$ cat config.mk
export PLATFORM = sky130hd
export DESIGN_NAME = cubic_bezier_flattener
export DESIGN_NICKNAME = d
export VERILOG_FILES = /design/src/rtl/cbf_pkg.sv /design/src/rtl/cubic_bezier_flattener.sv
export VERILOG_INCLUDE_DIRS = /design/src /design/src/rtl
export SDC_FILE = /design/constraint.sdc
export NUM_CORES = 2
export LEC_CHECK = 0
export BUFFER_PORTS_ARGS = -buffer_cell sky130_fd_sc_hd__buf_2
export CELL_PAD_IN_SITES_DETAIL_PLACEMENT = 1
export CELL_PAD_IN_SITES_GLOBAL_PLACEMENT = 1
export CORE_UTILIZATION = 50
export CTS_CLUSTER_DIAMETER = 60
export DETAILED_ROUTE_END_ITERATION = 10
export MAX_ROUTING_LAYER = met4
export PLACE_DENSITY = 0.77
export SYNTH_ARGS = -nofsm -noshare
export SYNTH_HDL_FRONTEND = slang
export SYNTH_SLANG_ARGS = --single-unit
export TNS_END_PERCENT = 1
$ cat constraint.sdc
create_clock -name clk_i -period 14.25 [get_ports clk_i]
set_input_delay 2.85 -clock clk_i [delete_from_list [all_inputs] [get_ports clk_i]]
set_output_delay 2.85 -clock clk_i [all_outputs]
set_load 0.05 [all_outputs]
$ cat src/rtl/cubic_bezier_flattener_macros.svh
// Assertion macros shared by the cubic Bezier flattener RTL.
`ifndef CUBIC_BEZIER_FLATTENER_MACROS_SVH
`define CUBIC_BEZIER_FLATTENER_MACROS_SVH

// Implication checked on every rising clock edge outside reset.
`define CBF_ASSERT_IMP(lbl, ante, cons, msg) \
  lbl: assert property (@(posedge clk_i) disable iff (!rst_ni) (ante) |-> (cons)) \
    else $error(msg);

// Implication whose consequence is checked in the next cycle.
`define CBF_ASSERT_NXT(lbl, ante, cons, msg) \
  lbl: assert property (@(posedge clk_i) disable iff (!rst_ni) (ante) |=> (cons)) \
    else $error(msg);

`endif

$ cat src/rtl/cbf_pkg.sv
// Types and constants of the cubic Bezier flattener.
package cbf_pkg;

  localparam int CoordBits = 10;
  localparam int CoefW     = CoordBits + 4;
  localparam int HW        = CoordBits + 24;
  localparam int TW        = 16;
  localparam int StepW     = 6;
  localparam int FracBits  = 16;

  localparam logic [StepW-1:0] StepCountRst = StepW'(20);
  localparam logic [TW-1:0]    TStepRst     = TW'(3277);
  localparam logic [TW-1:0]    TMax         = {TW{1'b1}};

  typedef enum logic {
    OP_ADD   = 1'b0,
    OP_CLEAR = 1'b1
  } op_e;

  typedef enum logic {
    CFG_STEP_COUNT = 1'b0,
    CFG_T_STEP     = 1'b1
  } cfg_idx_e;

  typedef enum logic [1:0] {
    ST_IDLE,
    ST_COEF,
    ST_MUL,
    ST_PUSH
  } state_e;

  typedef enum logic [1:0] {
    PH_H2,
    PH_H1,
    PH_H0,
    PH_RND
  } phase_e;

  typedef struct packed {
    logic signed [CoefW-1:0] c0;
    logic signed [CoefW-1:0] c1;
    logic signed [CoefW-1:0] c2;
    logic signed [CoefW-1:0] c3;
  } coef_t;

  typedef struct packed {
    logic in_ready;
    logic seg_start;
    logic push;
    logic mul_en;
  } ctrl_t;

endpackage

$ cat src/rtl/cubic_bezier_flattener.sv
// Top level of the cubic Bezier flattener: sequencer and shared multiplier datapath.
//
// Control points enter on the input channel (valid/ready). An item with op set to
// clear empties the point chain. The first three points of a chain, and the
// middle two points of each later segment, are stored and give no result. The
// point that closes a segment starts a run: the block evaluates the cubic at
// step_count values of t and then returns the closing point itself with
// is_endpoint and last set. That point stays as the start of the next segment.
// One signed multiplier is shared by all Horner steps: each axis runs the
// multiply-accumulate phases H2, H1 and H0 and then a rounding phase, x before y,
// and the finished point is then loaded into the output register. The input is
// not ready during a run. Results leave through a single output register; while
// the receiver stalls, the sequencer holds the next finished point and waits.
// Reset empties the chain and sets step_count to 20 and t_step to 3277.
// Configuration writes take effect at once; the user must see that they are made
// only while the block is idle, as the block itself does not enforce this.
module cubic_bezier_flattener (
  input  logic                          clk_i,
  input  logic                          rst_ni,
  input  logic                          cfg_we_i,
  input  logic                          cfg_index_i,
  input  logic [cbf_pkg::TW-1:0]        cfg_wdata_i,
  input  logic                          in_valid_i,
  output logic                          in_ready_o,
  input  logic                          op_i,
  input  logic [cbf_pkg::CoordBits-1:0] point_x_i,
  input  logic [cbf_pkg::CoordBits-1:0] point_y_i,
  output logic                          out_valid_o,
  input  logic                          out_ready_i,
  output logic [cbf_pkg::CoordBits-1:0] out_x_o,
  output logic [cbf_pkg::CoordBits-1:0] out_y_o,
  output logic                          is_endpoint_o,
  output logic                          last_o
);
  import cbf_pkg::*;
  `include "cubic_bezier_flattener_macros.svh"

  localparam int PW = HW + TW + 1;
  localparam int RW = HW - FracBits;
  localparam logic signed [HW-1:0] HalfLsb = HW'(1) <<< (FracBits - 1);
  localparam logic signed [RW-1:0] CoordMax = RW'((1 << CoordBits) - 1);

  state_e                state_q, state_d;
  phase_e                phase_q;
  ctrl_t                 ctl;
  logic                  axis_q;
  logic                  end_q;
  logic [StepW-1:0]      k_q;
  logic [TW-1:0]         t_q;
  logic [StepW-1:0]      step_count_q;
  logic [TW-1:0]         t_step_q;
  logic [1:0]            fill_q;
  logic [CoordBits-1:0]  ctrl_x_q [3];
  logic [CoordBits-1:0]  ctrl_y_q [3];
  logic [CoordBits-1:0]  p3x_q, p3y_q;
  coef_t                 coef_q [2];
  logic signed [HW-1:0]  h_q, h_d;
  logic [CoordBits-1:0]  rx_q, ry_q;
  logic [CoordBits-1:0]  rnd_val;
  logic                  out_valid_q;
  logic [CoordBits-1:0]  out_x_q, out_y_q;
  logic                  out_end_q;
  logic                  slot_free;
  logic                  last_point;
  logic [TW:0]           t_sum;
  coef_t                 cur;
  logic signed [HW-1:0]  mul_a;
  logic signed [TW:0]    mul_b;
  logic signed [PW-1:0]  prod;
  logic signed [HW-1:0]  rnd_sum;
  logic signed [RW-1:0]  rnd_q16;

  function automatic coef_t calc_coef(logic [CoordBits-1:0] p0, logic [CoordBits-1:0] p1,
                                      logic [CoordBits-1:0] p2, logic [CoordBits-1:0] p3);
    logic signed [CoefW-1:0] s0, s1, s2, s3, d10, d2, d12;
    coef_t c;
    s0  = $signed({4'b0000, p0});
    s1  = $signed({4'b0000, p1});
    s2  = $signed({4'b0000, p2});
    s3  = $signed({4'b0000, p3});
    d10 = s1 - s0;
    d2  = s0 - (s1 <<< 1) + s2;
    d12 = s1 - s2;
    c.c0 = s0;
    c.c1 = (d10 <<< 1) + d10;
    c.c2 = (d2 <<< 1) + d2;
    c.c3 = (s3 - s0) + (d12 <<< 1) + d12;
    return c;
  endfunction

  function automatic logic signed [HW-1:0] q16(logic signed [CoefW-1:0] c);
    return {{(HW - CoefW - FracBits){c[CoefW-1]}}, c, {FracBits{1'b0}}};
  endfunction

  assign slot_free  = !out_valid_q || out_ready_i;
  assign last_point = (k_q + StepW'(1)) == step_count_q;

  always_comb begin
    state_d = state_q;
    unique case (state_q)
      ST_IDLE: begin
        if (ctl.seg_start) begin
          state_d = ST_COEF;
        end
      end
      ST_COEF: begin
        state_d = (step_count_q == '0) ? ST_PUSH : ST_MUL;
      end
      ST_MUL: begin
        if (phase_q == PH_RND && axis_q) begin
          state_d = ST_PUSH;
        end
      end
      ST_PUSH: begin
        if (slot_free) begin
          if (end_q) begin
            state_d = ST_IDLE;
          end else if (last_point) begin
            state_d = ST_PUSH;
          end else begin
            state_d = ST_MUL;
          end
        end
      end
      default: state_d = ST_IDLE;
    endcase
  end

  always_comb begin
    ctl.in_ready  = (state_q == ST_IDLE);
    ctl.seg_start = ctl.in_ready && in_valid_i && (op_e'(op_i) == OP_ADD) && (fill_q == 2'd3);
    ctl.push      = (state_q == ST_PUSH) && slot_free;
    ctl.mul_en    = (state_q == ST_MUL);
  end

  assign cur     = coef_q[axis_q];
  assign mul_a   = (phase_q == PH_H2) ? HW'(cur.c3) : h_q;
  assign mul_b   = $signed({1'b0, t_q});
  assign prod    = PW'(mul_a) * PW'(mul_b);
  assign rnd_sum = h_q + HalfLsb;
  assign rnd_q16 = rnd_sum[HW-1:FracBits];
  assign t_sum   = {1'b0, t_q} + {1'b0, t_step_q};

  always_comb begin
    h_d = h_q;
    case (phase_q)
      PH_H2:   h_d = q16(cur.c2) + prod[HW-1:0];
      PH_H1:   h_d = q16(cur.c1) + prod[HW+FracBits-1:FracBits];
      PH_H0:   h_d = q16(cur.c0) + prod[HW+FracBits-1:FracBits];
      default: h_d = h_q;
    endcase
    if (rnd_q16 < 0) begin
      rnd_val = '0;
    end else if (rnd_q16 > CoordMax) begin
      rnd_val = {CoordBits{1'b1}};
    end else begin
      rnd_val = rnd_q16[CoordBits-1:0];
    end
  end

  always_ff @(posedge clk_i or negedge rst_ni) begin
    if (!rst_ni) begin
      state_q      <= ST_IDLE;
      phase_q      <= PH_H2;
      axis_q       <= 1'b0;
      end_q        <= 1'b0;
      k_q          <= '0;
      t_q          <= '0;
      step_count_q <= StepCountRst;
      t_step_q     <= TStepRst;
      fill_q       <= '0;
      ctrl_x_q     <= '{default: '0};
      ctrl_y_q     <= '{default: '0};
      out_valid_q  <= 1'b0;
    end else begin
      state_q <= state_d;
      if (cfg_we_i) begin
        if (cfg_idx_e'(cfg_index_i) == CFG_STEP_COUNT) begin
          step_count_q <= cfg_wdata_i[StepW-1:0];
        end else begin
          t_step_q <= cfg_wdata_i;
        end
      end
      if (ctl.in_ready && in_valid_i) begin
        if (op_e'(op_i) == OP_CLEAR) begin
          fill_q   <= '0;
          ctrl_x_q <= '{default: '0};
          ctrl_y_q <= '{default: '0};
        end else if (fill_q != 2'd3) begin
          ctrl_x_q[fill_q] <= point_x_i;
          ctrl_y_q[fill_q] <= point_y_i;
          fill_q           <= fill_q + 2'd1;
        end
      end
      if (state_q == ST_COEF) begin
        ctrl_x_q <= '{p3x_q, '0, '0};
        ctrl_y_q <= '{p3y_q, '0, '0};
        fill_q   <= 2'd1;
        k_q      <= '0;
        t_q      <= '0;
        phase_q  <= PH_H2;
        axis_q   <= 1'b0;
        end_q    <= (step_count_q == '0);
      end
      if (ctl.mul_en) begin
        phase_q <= phase_e'(phase_q + 2'd1);
        if (phase_q == PH_RND) begin
          axis_q <= ~axis_q;
        end
      end
      if (ctl.push) begin
        out_valid_q <= 1'b1;
        if (!end_q) begin
          k_q   <= k_q + StepW'(1);
          t_q   <= (t_sum > {1'b0, TMax}) ? TMax : t_sum[TW-1:0];
          end_q <= last_point;
        end
      end else if (out_ready_i) begin
        out_valid_q <= 1'b0;
      end
    end
  end

  always_ff @(posedge clk_i) begin
    if (ctl.seg_start) begin
      p3x_q <= point_x_i;
      p3y_q <= point_y_i;
    end
    if (state_q == ST_COEF) begin
      coef_q[0] <= calc_coef(ctrl_x_q[0], ctrl_x_q[1], ctrl_x_q[2], p3x_q);
      coef_q[1] <= calc_coef(ctrl_y_q[0], ctrl_y_q[1], ctrl_y_q[2], p3y_q);
    end
    if (ctl.mul_en) begin
      h_q <= h_d;
      if (phase_q == PH_RND) begin
        if (axis_q) begin
          ry_q <= rnd_val;
        end else begin
          rx_q <= rnd_val;
        end
      end
    end
    if (ctl.push) begin
      out_x_q   <= end_q ? p3x_q : rx_q;
      out_y_q   <= end_q ? p3y_q : ry_q;
      out_end_q <= end_q;
    end
  end

  assign in_ready_o    = ctl.in_ready;
  assign out_valid_o   = out_valid_q;
  assign out_x_o       = out_x_q;
  assign out_y_o       = out_y_q;
  assign is_endpoint_o = out_end_q;
  assign last_o        = out_end_q;

  `CBF_ASSERT_IMP(a_chain_tail_empty, fill_q <= 2'd1,
    ctrl_x_q[1] == '0 && ctrl_x_q[2] == '0 && ctrl_y_q[1] == '0 && ctrl_y_q[2] == '0,
    "Unfilled chain entries are not zero.")
  `CBF_ASSERT_IMP(a_k_bound, state_q != ST_IDLE && state_q != ST_COEF,
    k_q <= step_count_q, "Point counter ran past the step count.")
  `CBF_ASSERT_NXT(a_seg_start, ctl.seg_start, state_q == ST_COEF,
    "A closing point did not start a run.")
  `CBF_ASSERT_NXT(a_end_idle, ctl.push && end_q, state_q == ST_IDLE && out_valid_q,
    "The endpoint item did not end the run.")

endmodule
* Word level (Yosys, flattened, before mapping)
Memories as Yosys holds them, arrays and structs flattened.
Cells that the tools add are included.
** Word-level totals
- Memories kept :: 1
- Memory bits (read-only) :: 0
- Bits in writable memories :: 104
- Logic and storage cells :: 144
- Latch bits :: 0
- Register bits after elaboration :: 208
** Cells by class
- Shifts and indexed selects :: 0
- $mul :: 1
- Multiplexer cells :: 48
- $add $sub $neg :: 26
- Reduce and logical (&&, ||, !) cells :: 23
- Bitwise gates (word level) :: 4
- Equality and inequality tests :: 12
- $lt $le $gt $ge :: 5
- Divide/modulo/power cells :: 0
** Memory list
- coef_q :: words 2, width 52, rd ports 1, clocked after Yosys merged registers in 0, write ports 2, line cubic_bezier_flattener.sv:56 : coef_t coef_q [2];
** Operator list (count)
- 30-bit two-way mux :: 8
- 34-bit adder :: 3
- 34-bit one-hot mux with 3 select lines :: 1
- 10-bit by 10-bit subtractor with 11-bit output :: 6
- 16-bit two-way mux :: 4
- 30-bit bitwise mux :: 2
- 12-bit by 11-bit adder with 13-bit output :: 4
- 34-bit by 17-bit multiplier with 50-bit output :: 1
- 10-bit two-way mux :: 5
- 34-bit by 17-bit adder with 34-bit output (second input constant) :: 1
- 34-bit two-way mux :: 1
- 13-bit by 11-bit adder with 14-bit output :: 2
- 14-bit by 13-bit adder with 14-bit output :: 2
- 11-bit by 12-bit adder with 13-bit output :: 2
- 10-bit by 11-bit subtractor with 12-bit output :: 2
- 10-bit demux with 2-bit select :: 1
- 2-bit two-way mux :: 10
- 18-bit by 11-bit > comparator with 1-bit output (second input constant) :: 1
- 18-bit by 1-bit < comparator with 1-bit output (second input constant) :: 1
- 6-bit two-way mux :: 3
- 16-bit by 16-bit adder with 17-bit output :: 1
- 17-bit by 16-bit > comparator with 1-bit output (second input constant) :: 1
- 1-bit two-way mux :: 12
- 2-bit == test (second input constant) :: 5
- 20 further kinds :: 40

* Logic depth before layout (Yosys ltp)
- Depth after elaboration :: 10
- Gate-level depth with buffers :: 42
- Gate-level depth less buffers :: 38

* Worst setup path after synthesis
No wires, ideal clock.
- Path type :: reg2reg
- From :: register phase_q[0]
- To :: register h_q[33], data pin
- Path buffers :: 3
- Arrival time :: 8.844 ns
- Setup time :: 0.260 ns
- Cell stages (with the launch flop) :: 41
- Period minus slack after synthesis :: 9.103 ns
- Slack :: 5.147 ns
- Cells stage by stage :: dfrtp_1 -> inv_1 -> ha_1 -> clkbuf_1 -> clkbuf_1 -> nor2_1 -> a21oi_1 -> clkbuf_1 -> nand2_1 -> fa_1 -> inv_1 -> fa_1 -> inv_1 -> fa_1 -> inv_1 -> fa_1 -> fa_1 -> inv_1 -> [... 5 more ...] -> o211ai_1 -> a211oi_1 -> nor3_1 -> nor2_1 -> nand2_1 -> o21bai_1 -> a21oi_1 -> xnor2_1 -> ha_1 -> or4_1 -> o22a_1 -> a41oi_1 -> a21oi_1 -> a22oi_1 -> a21oi_1 -> xnor2_1 -> xor2_1 -> mux2_2
** On the way
- Word-level cells in the longest chain between the ends :: 5
- Elaborated cells on any way between the ends :: 9
** RTL lines
- from (decl) :: line cubic_bezier_flattener.sv:44 : phase_e phase_q;
- from (signal assigned) :: line cubic_bezier_flattener.sv:206 : phase_q <= phase_e'(phase_q + 2'd1);
- 2-bit zero test :: line cubic_bezier_flattener.sv:137, cubic_bezier_flattener.sv:146
- 34-bit two-way mux :: line cubic_bezier_flattener.sv:137 : assign mul_a = (phase_q == PH_H2) ? HW'(cur.c3) : h_q;
- 34-bit by 17-bit multiplier with 50-bit output :: line cubic_bezier_flattener.sv:139 : assign prod = PW'(mul_a) * PW'(mul_b);
- 34-bit adder, on equally long branches :: line cubic_bezier_flattener.sv:149, cubic_bezier_flattener.sv:147, cubic_bezier_flattener.sv:148
- 34-bit one-hot mux with 3 select lines (*) :: line cubic_bezier_flattener.sv:146 : case (phase_q)
- named net h_d[33] :: line cubic_bezier_flattener.sv:57 : logic signed [HW-1:0] h_q, h_d;
- to (signal assigned) :: line cubic_bezier_flattener.sv:234 : h_q <= h_d;
- to (decl) :: line cubic_bezier_flattener.sv:57
Mark *: on every way through the listed nets, which the timed path passes. The rest lies on a longest branch.
A chain may end at the register's enable or synchronous reset.

* Worst setup path in the final report
Ends and elaborated chain as after synthesis.

==> flow_summary.toml <==
[route]
wl_met2_mm = 59.65
wl_met3_mm = 4.504
route.vias.total = 29620
vias_per_cell = 5.614
first_pass_iters = 7
routed_wire_length_per_instance_um = 22.47
route.antenna.remaining_nets = 0
met1Wirelength_mm = 49.86
drt-total-wl_mm = 118.6
number_of_drc_violations_after_detailed_routing_iteration_0 = 1691
drt_drc_violations_left = 0
topRoutingLayerUsed = "met4"

[synth]
post_synth_num_cell_types = 78
synthXorXnorAreaFrac_pct = 4.822
synth_compound_area_share_pct = 10.48
synth_seq_area_share_pct = 21.93
synth_adder_area_share_pct = 38.59
combinational_family_with_the_most_area_after_synthesis = "adder cells"
post_synth_net_total = 5126
synthMuxAreaShare_pct = 2.870
syn_area_per_cell_um2 = 9.548
warnings_synthesis = 0
ys.flop_type = "sky130_fd_sc_hd__edfxtp_1"
synth_edf_count = 197
ys_seq_elements = 310
fraction_of_the_mapped_netlist_area_in_simple_logic_gates_pct = 12.23
asyncSetResetFlopFracSynth_pct = 36.45
synthesis.instances = 4182
netlist_area_um2 = 39930

[clocking]
clock_tree_from_tritoncts = "yes"
cts_post_setup_buffers_inserted = 0
cts_repair_resize_count = 0
clockBufferDepth = 3
cts_sinks = 310
worst_setup_hold_path_clk_slew_ps = 60
cts-buffers-inserted = 35
hold_buffers = 0
ctsRootBufferMaster = "sky130_fd_sc_hd__clkbuf_16"
htree_num_levels = 2
worst_skew_pair.late_latency_ps = 540

[critical_path]
crit_type = "reg2reg"
worst-endpoint-arrival_ps = 11170
crit_buf_inv = 5
timing.critical_path.to_type = "register"
critical-path-slowest-cell = "sky130_fd_sc_hd__o21ai_1"
critical_path_required_ps = 14540
r2r_slack_ps = 3370
largest_driver_fanout_on_the_critical_path = 48
r2r_start = "phase_q[0]"
cpPeakStageDelay_ps = 920
crit_path_frequent_cell = "sky130_fd_sc_hd__fa_1"
number_of_cell_instances_on_the_worst_register_to_register_path = 36
setup.worst_path.start_class = "register"
crit_family = "adder cells"
regToRegEndpoint = "h_q[33]"

[hold_path]
hold_end = "t_step_q[5]"
worstHoldPathCells = 1
hp-class = "reg2reg"
worst_hold_startpoint = "t_step_q[5]"

[floorplan]
floorplan.initialDensity_pct = 50.54
dieWidth_um = 284.6
std_cell_rows = 103
die_height_um = 284.6
floorplan.die_area_um2 = 80990
top_level_ports = 67
core_um2 = 79000

[timing]
rsz0062_at_grt = "false"
layout_setup_ws_ps = 3369
setup_viol_count_final = 0
fmax_mhz = 91.90
setup_tns_ps = 0
max-slew-margin-rel_pct = 9.390
final.hold.worst_slack_ps = 523.2
portion_of_the_clock_cycle_consumed_by_the_worst_path_in_the_final_layout_pct = 76.36
fin_skew_ps = 18.28
timing_hold_violations_final = 0
worst_slew_pin_slew_ps = 1350
finalMaxSlewViolations = 0
period_needed_ps = 10880

[global_routing]
globalRouteTotalUtil_pct = 31.16
maximum_number_of_pins_on_one_net_before_global_route_repair = 73
number_of_global_route_vias_before_repair = 33164
antenna_found_initial = 0
overflow = 0
first_pass_grt_wire_length_mm = 189.4

[finish]
syn2layout_area_growth_pct = 6.859
mostFrequentLayoutCell = "sky130_fd_sc_hd__inv_1"
layout.core_utilization_pct = 54.01
ff_latch_area_um2 = 8765
fillCellCount = 8941
num-nets-final = 5142
proportion_of_layout_cells_with_a_drive_suffix_above_1_pct = 6.840
area_of_the_multi_input_gates_um2 = 27590
commonest_non_fill_non_tap_cells_in_the_layout = "818 x sky130_fd_sc_hd__inv_1, 551 x sky130_fd_sc_hd__fa_1, 444 x sky130_fd_sc_hd__nand2_1, 348 x sky130_fd_sc_hd__ha_1, 226 x sky130_fd_sc_hd__and2_1"

[placement]
dp_hpwl_mm = 93.80
gp_congestion = 0.8996
place_ws_ps = 3471
placement.io_buffers = 66

[status]
status = "complete, no violations"

[run]
timing.max_cap.violations = 0
worst max-delay path by stage:
stage,from,end,slack [ps],cells after the start
final,phase_q[0],h_q[33],3370,36
after global routing,phase_q[0],h_q[33],2540,36
after CTS,phase_q[0],h_q[33],3420,36
after detailed placement,phase_q[0],h_q[33],3470,36
after global placement,phase_q[0],h_q[33],3720,37
after floorplan,phase_q[0],h_q[33],5150,40
layer usage:
metal,up-vias,GRT usage (%)
met5,-,-
li1,13346,-
met4,0,10.85
met2,667,52.88
met1,15401,39.21
met3,206,2.400
cell usage after synthesis, types with 22 or more instances:
cell | instances | share of area (%)
sky130_fd_sc_hd__xor2_1 | 51 | 1.1
sky130_fd_sc_hd__nand3_1 | 35 | 0.44
sky130_fd_sc_hd__a21oi_1 | 211 | 2.6
sky130_fd_sc_hd__fa_1 | 551 | 28
sky130_fd_sc_hd__nor2b_1 | 35 | 0.55
sky130_fd_sc_hd__nor3_1 | 22 | 0.28
sky130_fd_sc_hd__edfxtp_1 | 197 | 15
sky130_fd_sc_hd__ha_1 | 350 | 11
sky130_fd_sc_hd__nor2_1 | 188 | 1.8
sky130_fd_sc_hd__a21boi_0 | 26 | 0.49
sky130_fd_sc_hd__and2_1 | 226 | 3.5
sky130_fd_sc_hd__a21o_1 | 64 | 1.2
sky130_fd_sc_hd__a22o_1 | 41 | 0.90
sky130_fd_sc_hd__nand2_1 | 444 | 4.2
sky130_fd_sc_hd__o21bai_1 | 29 | 0.55
sky130_fd_sc_hd__inv_1 | 818 | 7.7
sky130_fd_sc_hd__clkbuf_1 | 125 | 1.2
sky130_fd_sc_hd__dfrtp_1 | 104 | 6.5
sky130_fd_sc_hd__nand2b_1 | 43 | 0.67
sky130_fd_sc_hd__o21ai_0 | 147 | 1.8
sky130_fd_sc_hd__xnor2_1 | 167 | 3.7
sky130_fd_sc_hd__mux2_2 | 64 | 1.8
state kept, by name, summed over array words and instances, names as in the netlist:
| signal | cells |
|---|---|
| fill_q | 2 |
| out_y_o | 10 |
| phase_q | 2 |
| out_valid_o | 1 |
| state_q | 2 |
| axis_q | 1 |
| ctrl_y_q | 30 |
| p3y_q | 10 |
| end_q | 1 |
| p3x_q | 10 |
| t_step_q | 16 |
| ry_q | 10 |
| coef_q | 102 |
| rx_q | 10 |
| k_q | 6 |
| ctrl_x_q | 30 |
| is_endpoint_o | 1 |
| h_q | 34 |
| step_count_q | 6 |
| out_x_o | 10 |
| t_q | 16 |
final cells by class:
| cell class | count | share of cell area (%) |
|---|---|---|
| Multi-Input combinational cell | 2909 | 64.66 |
| Sequential cell | 310 | 20.54 |
| Clock inverter | 18 | 0.3988 |
| Timing Repair Buffer | 124 | 1.800 |
| Tap cell | 1050 | 3.079 |
| Inverter | 818 | 7.196 |
| Clock buffer | 46 | 2.320 |
| Antenna cell | 1 | 0.005865 |
metrics by stage:
step / instance area [um2] / cells
floorplan: 39930 / 4182
finish: 42670 / 5276
global route: 42670 / 5275
CTS: 42670 / 5275
detailed placement: 41510 / 5211
global placement: 41510 / 5211
logic make-up (layout without fill, tap and decap cells):
logic type / after synthesis / in the layout
simple gates: 1040 / 1040
buf+inv: 963 / 1006
fa+ha+maj: 901 / 901
compound gates: 655 / 655
flops: 310 / 310
xor+xnor: 219 / 219
mux: 94 / 94
other cells: 0 / 1
Power is not shown: default switching activity piles up to over one toggle a cycle in this logic, so the estimate is an artifact.
